--- config.mk ---
export PLATFORM = sky130hd
export DESIGN_NAME = k_combination_enumerator
export DESIGN_NICKNAME = d
export VERILOG_FILES = /design/src/rtl/core/kce_pkg.sv /design/src/rtl/core/k_combination_enumerator.sv
export SDC_FILE = /design/constraint.sdc
export NUM_CORES = 1
export LEC_CHECK = 0
export BUFFER_PORTS_ARGS = -buffer_cell sky130_fd_sc_hd__buf_2
export CORE_ASPECT_RATIO = 1.4
export CORE_MARGIN = 2
export CORE_UTILIZATION = 50
export DETAILED_ROUTE_END_ITERATION = 10
export PLACE_DENSITY = 0.68
export SLEW_MARGIN = 30
export SYNTH_ARGS = -nofsm -noshare
export SYNTH_HDL_FRONTEND = slang
export SYNTH_SLANG_ARGS = --single-unit
--- constraint.sdc ---
create_clock -name clk_i -period 3.3 [get_ports clk_i]
set_input_delay 0.495 -clock clk_i [delete_from_list [all_inputs] [get_ports clk_i]]
set_output_delay 0.495 -clock clk_i [all_outputs]
set_load 0.03 [all_outputs]
--- src/rtl/core/kce_pkg.sv ---
package kce_pkg;

  localparam int MAX_SET_SIZE  = 64;
  localparam int MAX_COMB_SIZE = 8;
  localparam int VALUE_WIDTH   = 8;

  localparam int POS_W  = $clog2(MAX_SET_SIZE);
  localparam int N_W    = $clog2(MAX_SET_SIZE + 1);
  localparam int PTR_W  = (MAX_COMB_SIZE > 1) ? $clog2(MAX_COMB_SIZE) : 1;
  localparam int K_W    = 4;
  localparam int CMD_W  = 2;
  localparam int STAT_W = 2;
  localparam int CFG_IDX_W  = 2;
  localparam int CFG_DATA_W = 7;

  typedef enum logic [CFG_IDX_W-1:0] {
    CFG_SET_SIZE  = 2'd0,
    CFG_COMB_SIZE = 2'd1
  } cfg_reg_e;

  typedef enum logic [CMD_W-1:0] {
    CMD_LOAD    = 2'd0,
    CMD_RESTART = 2'd1,
    CMD_NEXT    = 2'd2
  } cmd_e;

  typedef enum logic [STAT_W-1:0] {
    ST_MEMBER    = 2'd0,
    ST_EXHAUSTED = 2'd1,
    ST_SIZE_ERR  = 2'd2
  } status_e;

  typedef enum logic [2:0] {
    S_IDLE,
    S_READ,
    S_SEND,
    S_SCAN,
    S_FILL
  } state_e;

endpackage

--- src/rtl/core/k_combination_enumerator.sv ---
// Lexicographic k-combination generator over a 64-entry element store. Load and restart
// transactions produce nothing. A next transaction emits k member results, each a
// store read followed by the output register, then does the advance: the shared
// compare examines the indices in turn while scanning from the right, then the indices
// from the advancing one onward are refilled in turn. Status results (exhausted, size
// error) go straight to the output register. The input is not ready until a next
// transaction has finished its advance; output stalls hold the sequence in S_SEND.
module k_combination_enumerator import kce_pkg::*; (
  input  logic                   clk_i,
  input  logic                   rst_ni,
  input  logic                   in_valid_i,
  output logic                   in_ready_o,
  input  logic [CMD_W-1:0]       command_i,
  input  logic [POS_W-1:0]       load_position_i,
  input  logic [VALUE_WIDTH-1:0] load_value_i,
  output logic                   out_valid_o,
  input  logic                   out_ready_i,
  output logic [STAT_W-1:0]      status_o,
  output logic [POS_W-1:0]       element_index_o,
  output logic [VALUE_WIDTH-1:0] element_value_o,
  output logic                   last_o,
  input  logic                   cfg_valid_i,
  output logic                   cfg_ready_o,
  input  logic [CFG_IDX_W-1:0]   cfg_index_i,
  input  logic [CFG_DATA_W-1:0]  cfg_data_i
);

  state_e                 state_q, state_d;
  logic [PTR_W-1:0]       ptr_q, ptr_d;
  logic [POS_W-1:0]       nv_q, nv_d;
  logic                   exh_q, exh_d;
  logic [N_W-1:0]         set_size_q;
  logic [K_W-1:0]         comb_size_q;
  logic [POS_W-1:0]       idx_q [MAX_COMB_SIZE];
  logic [VALUE_WIDTH-1:0] mem_q [MAX_SET_SIZE];
  logic [VALUE_WIDTH-1:0] rd_q;

  logic                   out_valid_q, out_valid_d;
  status_e                out_status_q, out_status_d;
  logic [POS_W-1:0]       out_index_q, out_index_d;
  logic                   out_last_q, out_last_d;

  logic                   idx_restart, idx_we;
  logic                   in_acc;
  logic [N_W-1:0]         n_eff;
  logic [PTR_W:0]         k_eff;
  logic [PTR_W-1:0]       k_last;
  logic [N_W-1:0]         maxv;
  logic [POS_W-1:0]       cur_idx;

  assign in_ready_o  = (state_q == S_IDLE);
  assign cfg_ready_o = 1'b1;
  assign in_acc      = in_valid_i && in_ready_o;

  // Clamp configuration to the supported range
  always_comb begin
    n_eff = (set_size_q > N_W'(MAX_SET_SIZE)) ? N_W'(MAX_SET_SIZE) : set_size_q;
    if (comb_size_q == '0) begin
      k_eff = (PTR_W+1)'(1);
    end else if ({1'b0, comb_size_q} > 5'(MAX_COMB_SIZE)) begin
      k_eff = (PTR_W+1)'(MAX_COMB_SIZE);
    end else begin
      k_eff = (PTR_W+1)'(comb_size_q);
    end
  end

  assign k_last  = PTR_W'(k_eff - 1'b1);
  assign cur_idx = idx_q[ptr_q];
  // Maximum for index position ptr: n - k + ptr (never negative once k <= n)
  assign maxv    = n_eff - N_W'(k_eff) + N_W'(ptr_q);

  always_ff @(posedge clk_i or negedge rst_ni) begin
    if (!rst_ni) begin
      set_size_q  <= N_W'(52);
      comb_size_q <= K_W'(5);
    end else if (cfg_valid_i && cfg_ready_o) begin
      unique case (cfg_index_i)
        CFG_SET_SIZE:  set_size_q  <= cfg_data_i;
        CFG_COMB_SIZE: comb_size_q <= cfg_data_i[K_W-1:0];
        default: ;
      endcase
    end
  end

  always_ff @(posedge clk_i) begin
    if (in_acc && command_i == CMD_LOAD) begin
      mem_q[load_position_i] <= load_value_i;
    end
    rd_q <= mem_q[cur_idx];
  end

  always_ff @(posedge clk_i or negedge rst_ni) begin
    if (!rst_ni) begin
      for (int i = 0; i < MAX_COMB_SIZE; i++) begin
        idx_q[i] <= POS_W'(i % MAX_SET_SIZE);
      end
    end else if (idx_restart) begin
      for (int i = 0; i < MAX_COMB_SIZE; i++) begin
        idx_q[i] <= POS_W'(i % MAX_SET_SIZE);
      end
    end else if (idx_we) begin
      idx_q[ptr_q] <= nv_q;
    end
  end

  always_ff @(posedge clk_i or negedge rst_ni) begin
    if (!rst_ni) begin
      state_q     <= S_IDLE;
      ptr_q       <= '0;
      exh_q       <= 1'b0;
      out_valid_q <= 1'b0;
    end else begin
      state_q     <= state_d;
      ptr_q       <= ptr_d;
      exh_q       <= exh_d;
      out_valid_q <= out_valid_d;
    end
  end

  always_ff @(posedge clk_i) begin
    nv_q         <= nv_d;
    out_status_q <= out_status_d;
    out_index_q  <= out_index_d;
    out_last_q   <= out_last_d;
  end

  always_comb begin
    state_d      = state_q;
    ptr_d        = ptr_q;
    nv_d         = nv_q;
    exh_d        = exh_q;
    out_valid_d  = out_valid_q;
    out_status_d = out_status_q;
    out_index_d  = out_index_q;
    out_last_d   = out_last_q;
    idx_restart  = 1'b0;
    idx_we       = 1'b0;
    unique case (state_q)
      S_IDLE: begin
        if (in_acc) begin
          unique case (command_i)
            CMD_RESTART: begin
              idx_restart = 1'b1;
              exh_d       = 1'b0;
            end
            CMD_NEXT: begin
              if (N_W'(k_eff) > n_eff || exh_q) begin
                out_valid_d  = 1'b1;
                out_status_d = (N_W'(k_eff) > n_eff) ? ST_SIZE_ERR : ST_EXHAUSTED;
                out_index_d  = '0;
                out_last_d   = 1'b1;
                state_d      = S_SEND;
              end else begin
                ptr_d   = '0;
                state_d = S_READ;
              end
            end
            default: ;
          endcase
        end
      end
      S_READ: begin
        // rd_q picks up the element this cycle and holds while ptr is still
        out_valid_d  = 1'b1;
        out_status_d = ST_MEMBER;
        out_index_d  = cur_idx;
        out_last_d   = (ptr_q == k_last);
        state_d      = S_SEND;
      end
      S_SEND: begin
        if (out_ready_i) begin
          out_valid_d = 1'b0;
          if (out_status_q != ST_MEMBER) begin
            state_d = S_IDLE;
          end else if (out_last_q) begin
            ptr_d   = k_last;
            state_d = S_SCAN;
          end else begin
            ptr_d   = ptr_q + 1'b1;
            state_d = S_READ;
          end
        end
      end
      S_SCAN: begin
        if (N_W'(cur_idx) < maxv) begin
          nv_d    = cur_idx + 1'b1;
          state_d = S_FILL;
        end else if (ptr_q == '0) begin
          exh_d   = 1'b1;
          state_d = S_IDLE;
        end else begin
          ptr_d = ptr_q - 1'b1;
        end
      end
      S_FILL: begin
        idx_we = 1'b1;
        nv_d   = nv_q + 1'b1;
        if (ptr_q == k_last) begin
          state_d = S_IDLE;
        end else begin
          ptr_d = ptr_q + 1'b1;
        end
      end
      default: state_d = S_IDLE;
    endcase
  end

  assign out_valid_o     = out_valid_q;
  assign status_o        = out_status_q;
  assign element_index_o = out_index_q;
  assign element_value_o = (out_status_q == ST_MEMBER) ? rd_q : '0;
  assign last_o          = out_last_q;

  a_busy_while_output: assert property (@(posedge clk_i) disable iff (!rst_ni)
    out_valid_o |-> !in_ready_o)
    else $error("input ready while a result is pending");

  a_status_is_last: assert property (@(posedge clk_i) disable iff (!rst_ni)
    (out_valid_o && status_o != ST_MEMBER) |-> last_o)
    else $error("status result not marked last");

  a_more_members: assert property (@(posedge clk_i) disable iff (!rst_ni)
    (out_valid_o && out_ready_i && !last_o) |=> (state_q == S_READ))
    else $error("member sequence cut short");

  a_scan_after_last: assert property (@(posedge clk_i) disable iff (!rst_ni)
    (out_valid_o && out_ready_i && last_o && status_o == ST_MEMBER)
      |=> (state_q == S_SCAN && ptr_q == k_last))
    else $error("advance did not start at the rightmost index");

endmodule
==> results.ini, run 1 <==
[power]
p_total_mw = 29.44
power.leakage_nw = 11.47
p_per_area_nw_per_um2 = 970.7
vdd_drop_max_mv = 0.6431

[route]
ant_nets = 0
remaining_drc_errors = 0
first_iter_violations = 1197
dr.pass1.iters = 5
avgViaCountPerCell = 5.858
finalWirelength_um = 63740
wl_per_cell_um = 22.98
num_vias = 16250

[timing]
fmax_ghz = 0.2752
rsz0062_at_grt = yes
setup_viol = 11
fin_ws_ps = -333.9
hold_viol = 0
fin_crit_ps = 3634
period_share_pct = 110.1
clock_skew_ps = 16.64
slew_violations = 0
tightest_slew_ps = 999.2
slew_headroom_pct = 33.14

[status]
violations = setup timing
outcome = complete, but fails checks

[grt]
track_usage_pct = 23.42
grt_start_max_net_pins = 63
antenna_found_initial = 0
grt_pass1_vias = 16130
grt_overflow = 0
grt_pass1_wl_um = 94720

[clock_network]
clkTransAtPathRegs_ps = 60
htreeDepth = 2
cts_max_path_buffers = 3
cts_made_buffers = 56
cts.sinks = 602
insertion_delay_ps = 610
cts_root_buffer = clkbuf_16
cts_tree = yes

[cells_and_area]
design_area_um2 = 30330
diodes = 0
post-route-util_pct = 59.33
stdcell_count = 2774
drive_above_1_share_pct = 19.92
fin_nets = 2134
synthToLayoutAreaGrowth_pct = 17.00

[worst_setup_path]
crit_path_end_kind = flip-flop
crit_fanout = 6
critical_path_buf_inv_count = 1
r2r-start = comb_size_q[2]
cp.required_ps = 3620
crit_type = flip-flop to flip-flop
path_delay_family = adder cells
max_stage_delay_ps = 550
cp.arrival_ps = 3950
critPathLaunch = comb_size_q[2]
cp-start-kind = flip-flop
path_cells = nor2_2 -> o21a_1 -> ha_1 -> inv_2 -> ha_4 -> fa_2 -> a21oi_2 -> o21bai_2 -> xnor2_2 -> ha_1 -> a21o_1 -> a21oi_2 -> nand3_1 -> o211ai_1 -> or2_4
cp_slowest_cell = dfstp_2

[synthesis]
netlist_top_cells_area = edfxtp_1 61%, mux2i_1 9.5%, dfrtp_1 4.8%
muxShareOfSynthArea_pct = 10.80
synthCells = 1882
synth_edf_count = 527
synth_top_family_by_area = multiplexers
synth_common_cells = 527 x edfxtp_1, 307 x nand2_1, 245 x mux2i_1, 118 x nor2_1, 69 x and3_1
synth-simple-area-share_pct = 10.55
synth-xor-area-share_pct = 0.5067
async_reset_ff_share_pct = 11.13
synth.largest_area_cell = edfxtp_1
yosysTopAreaCellShare_pct = 61.04
yosysSeqAreaShare_pct = 68.20
syn_nets = 1938
syn_avg_cell_area_um2 = 13.78
synth.distinct_cells = 58
synth_compound_area_share_pct = 5.931
yosysWarnings = 0
synth.ff_latch_count = 602
syn_area_um2 = 25930
synth.most_common_cell = edfxtp_1
synthAdderAreaFrac_pct = 1.342
ys.flop_type = edfxtp_1

[hold_path]
hold_class = primary input to flip-flop
hold_start = cfg_data_i[5]

[placement]
post-place-cells = 2660
portBuffers = 48
placed_cell_area_um2 = 28220
place.gp.congestion = 0.8716
hpwl_um = 42220

[die]
die_y_um = 273.4
die_width_um = 196.5
rows = 98
die_area_um2 = 53720
io_pins = 50
initial_core_util_pct = 50.71
coreArea_um2 = 51130

[job]
cap_violations = 0

worst register-to-register path: cells and delay by family, from the launching register on:
kind	cells	cell delay, ps
adder cells (fa/ha/maj)	4	1120
AO/OA/AOI/OAI	6	1060
flip-flops	1	550
AND/OR/NAND/NOR	3	420
XOR/XNOR	1	160
buffers and inverters	1	50
state kept, by name, indices dropped and copies added (netlist names), 4 cells and up:
register and count:
mem_q 512, set_size_q 7, element_index_o 6, nv_q 6, idx_q 48, rd_q 8
comb_size_q 4
cell families after synthesis:
family,Yosys count
xor gates and xnor gates,15
other,1
adders and majority gates,26
muxes,268
DFF,602
buffers and inverters,142
AOI/OAI and AO/OA,215
and+or+nand+nor,613
area by class of cell:
| cell class | instances | area [um2] |
|---|---|---|
| multi-input cells | 1139 | 7796 |
| well taps | 650 | 813.3 |
| repair buffers | 253 | 2102 |
| flip-flops and latches | 602 | 17680 |
| inverters | 26 | 97.59 |
| fillers | 3924 | 20800 |
| clock buffers | 79 | 1582 |
| clock inverters | 25 | 259.0 |
final timing paths:
| kind | to | slack (ps) | cells after the start |
|---|---|---|---|
| max | nv_q[1] | -330 | 15 |
| min | set_size_q[5] | 140 | 2 |
| max reg2reg | nv_q[1] | -330 | 15 |
| min reg2reg | idx_q[31] | 490 | 2 |
| max in group asynchronous | idx_q[24] | 1890 | 3 |
| min in group asynchronous | state_q[0] | 510 | 2 |
routing by layer:
layer | track usage [%] | wire length, um | vias up
li1 | - | - | 7406
met1 | 27.55 | 24030 | 8132
met2 | 43.19 | 33620 | 558
met3 | 2.994 | 3371 | 155
met4 | 9.589 | 2714 | 0
met5 | 0 | 0 | -
what timing repair did:
action                                  4_1_cts  5_1_grt
endpoints found under the setup margin       12       18
setup buffers                                 0        7
hold buffers                                  1        0
resized for setup                             8       25
hold endpoints to repair                     22        0
pin swaps                                     6       11
gates cloned                                  0        3
through the flow:
stage	hold slack (ps)	setup slack [ps]	setup TNS (ps)
final	137.2	-333.9	-3076
after global placement	474.6	-155.4	-1271
after floorplan	199.4	-9.073	-54.44
after global routing	123.9	-489.4	-4976
after detailed placement	482.0	-285.9	-2726
after CTS	109.8	-264.3	-2390
where the power goes:
| group | total, mW | switching [mW] | internal (mW) |
|---|---|---|---|
| logic | 14.0 | 8.06 | 5.91 |
| clock network | 6.44 | 2.77 | 3.67 |
| registers | 9.04 | 0.285 | 8.75 |
| total | 29.4 | 11.1 | 18.3 |
placed cells by master, fill, tap and decap left out, types with 31 or more instances in the layout:
cell type    n
a311oi_1    57
buf_4      179
buf_2       47
a21oi_1     44
nand3_1     31
mux2i_1    244
clkbuf_16   60
nand2_1    307
dfrtp_1     49
and3_1      69
edfxtp_1   527
nor2_1     116
Power figures use the tool's default switching activity.
==> run 2: changes to the inputs <==
--- a/config.mk
+++ b/config.mk
@@ -11,6 +11,7 @@
 export CORE_UTILIZATION = 50
 export DETAILED_ROUTE_END_ITERATION = 10
 export PLACE_DENSITY = 0.68
+export SKIP_CTS_REPAIR_TIMING = 1
 export SLEW_MARGIN = 30
 export SYNTH_ARGS = -nofsm -noshare
 export SYNTH_HDL_FRONTEND = slang
==> results.ini, run 2 (synthesized netlist as in run 1, its figures left out) <==
[status]
outcome = complete, but fails checks
violations = setup timing

[placement]
hpwl_um = 42220
portBuffers = 48
pre_cts_ws_ps = -285.9
place.gp.congestion = 0.8716
placed_cell_area_um2 = 28220

[cells_and_area]
reg_top3 = mem_q: 512 flops, idx_q: 48 flops, rd_q: 8 flops
design_area_um2 = 30270
diodes = 0
synthToLayoutAreaGrowth_pct = 16.74
layout_commonest_cell = edfxtp_1
largest_register_ffs = 512
post-route-util_pct = 59.20
drive_above_1_share_pct = 19.55
final_cell_mix = 527 x edfxtp_1, 306 x nand2_1, 244 x mux2i_1
fin_nets = 2133
regMostFlops = mem_q

[worst_setup_path]
cp.required_ps = 3790
max_stage_delay_ps = 550
cp_slowest_cell = dfstp_2
cp-start-kind = flip-flop
crit_fanout = 5
ff2ff_setup_slack_ps = -280
path_cells = nor2_2 -> o21a_1 -> ha_1 -> inv_2 -> ha_4 -> fa_2 -> a21oi_2 -> o21bai_2 -> xnor2_2 -> ha_1 -> a21o_1 -> a21oi_2 -> nand3b_1 -> o211ai_1 -> nor2_1 -> mux2_2
cp.arrival_ps = 4070
crit_type = flip-flop to flip-flop
crit_path_end_kind = flip-flop

[clock_network]
htreeDepth = 2
clkTransAtPathRegs_ps = 60
cts_max_path_buffers = 3
cts_made_buffers = 56
cts.sinks = 602
cts_tree = yes
cts_root_buffer = clkbuf_16
insertion_delay_ps = 610

[timing]
slew_violations = 0
period_share_pct = 108.6
slew_headroom_pct = 37.04
fin_ws_ps = -283.9
clock_skew_ps = 18.22
tightest_slew_ps = 940.9
rsz0062_at_grt = yes
setup_viol = 10
fin_crit_ps = 3584
hold_viol = 0
fmax_ghz = 0.2790

[die]
die_y_um = 273.4
die_width_um = 196.5
io_pins = 50
die_area_um2 = 53720
rows = 98
initial_core_util_pct = 50.71
coreArea_um2 = 51130

[grt]
grt_overflow = 0
track_usage_pct = 23.37
antenna_found_initial = 0
grt_start_max_net_pins = 63
grt_pass1_wl_um = 94500
grt_pass1_vias = 16100

[route]
remaining_drc_errors = 0
avgViaCountPerCell = 5.846
dr.pass1.iters = 6
num_vias = 16210
finalWirelength_um = 63500
wl_per_cell_um = 22.90
first_iter_violations = 1132
ant_nets = 0

[job]
cap_violations = 0

[hold_path]
hold_class = primary input to flip-flop

[power]
p_per_area_nw_per_um2 = 969.2
vdd_drop_max_mv = 0.6439
power.leakage_nw = 11.45

==> run 2: cell count changes in the layout (fill, tap and decap cells not counted), moves of 2 or more <==
cell	change
a311oi_2	-4
a221oi_1	+2
a221oi_2	-2
a311oi_1	+4
==> run 2: critical path: cells and delay by family (launching register included) <==
family                   cells  cell delay [ps]
adder cells (fa/ha/maj)      4             1120
AO/OA/AOI/OAI                6             1040
flip-flops                   1              550
multiplexers                 1              300
AND/OR/NAND/NOR              3              270
XOR/XNOR                     1              160
buffers and inverters        1               50
==> run 2: worst paths after layout <==
kind	depth (start not counted)	start	to
max in group asynchronous	3	rst_ni	idx_q[24]
max reg2reg	16	comb_size_q[2]	ptr_q[0]
max	16	comb_size_q[2]	ptr_q[0]
min	2	cfg_data_i[5]	set_size_q[5]
min reg2reg	1	exh_q	exh_q
min in group asynchronous	2	rst_ni	state_q[0]
==> run 2: final cells by class <==
type / instances / area [um2]
fill: 3923 / 20860
timing repair buffer: 252 / 2077
clock buffer: 79 / 1582
sequential: 602 / 17680
multi-input combinational: 1139 / 7756
inverter: 26 / 97.59
tap: 650 / 813.3
clock inverter: 25 / 259.0
==> run 2: per-layer routing <==
layer	part of all wire (%)	track usage [%]
met1	38	27.51
met4	4.2	9.669
met5	0	0
met2	53	43.02
met3	5.2	3.006
==> run 2: through the flow <==
stage,hold slack (ps),std cells,power [mW],TNS [ps]
2_1_floorplan,199.4,1882,17.51,-54.44
3_3_place_gp,474.6,2660,22.25,-1271
3_5_place_dp,482.0,2660,22.50,-2726
4_1_cts,-34.02,2764,28.95,-2841
5_1_grt,123.9,2773,30.69,-4133
6_report,133.3,2773,29.34,-2601
==> run 2: power breakdown <==
part,switching [mW],internal (mW),total (mW)
Sequential,0.279,8.75,9.03
Clock,2.77,3.67,6.44
Combinational,8.01,5.86,13.9
Total,11.1,18.3,29.3
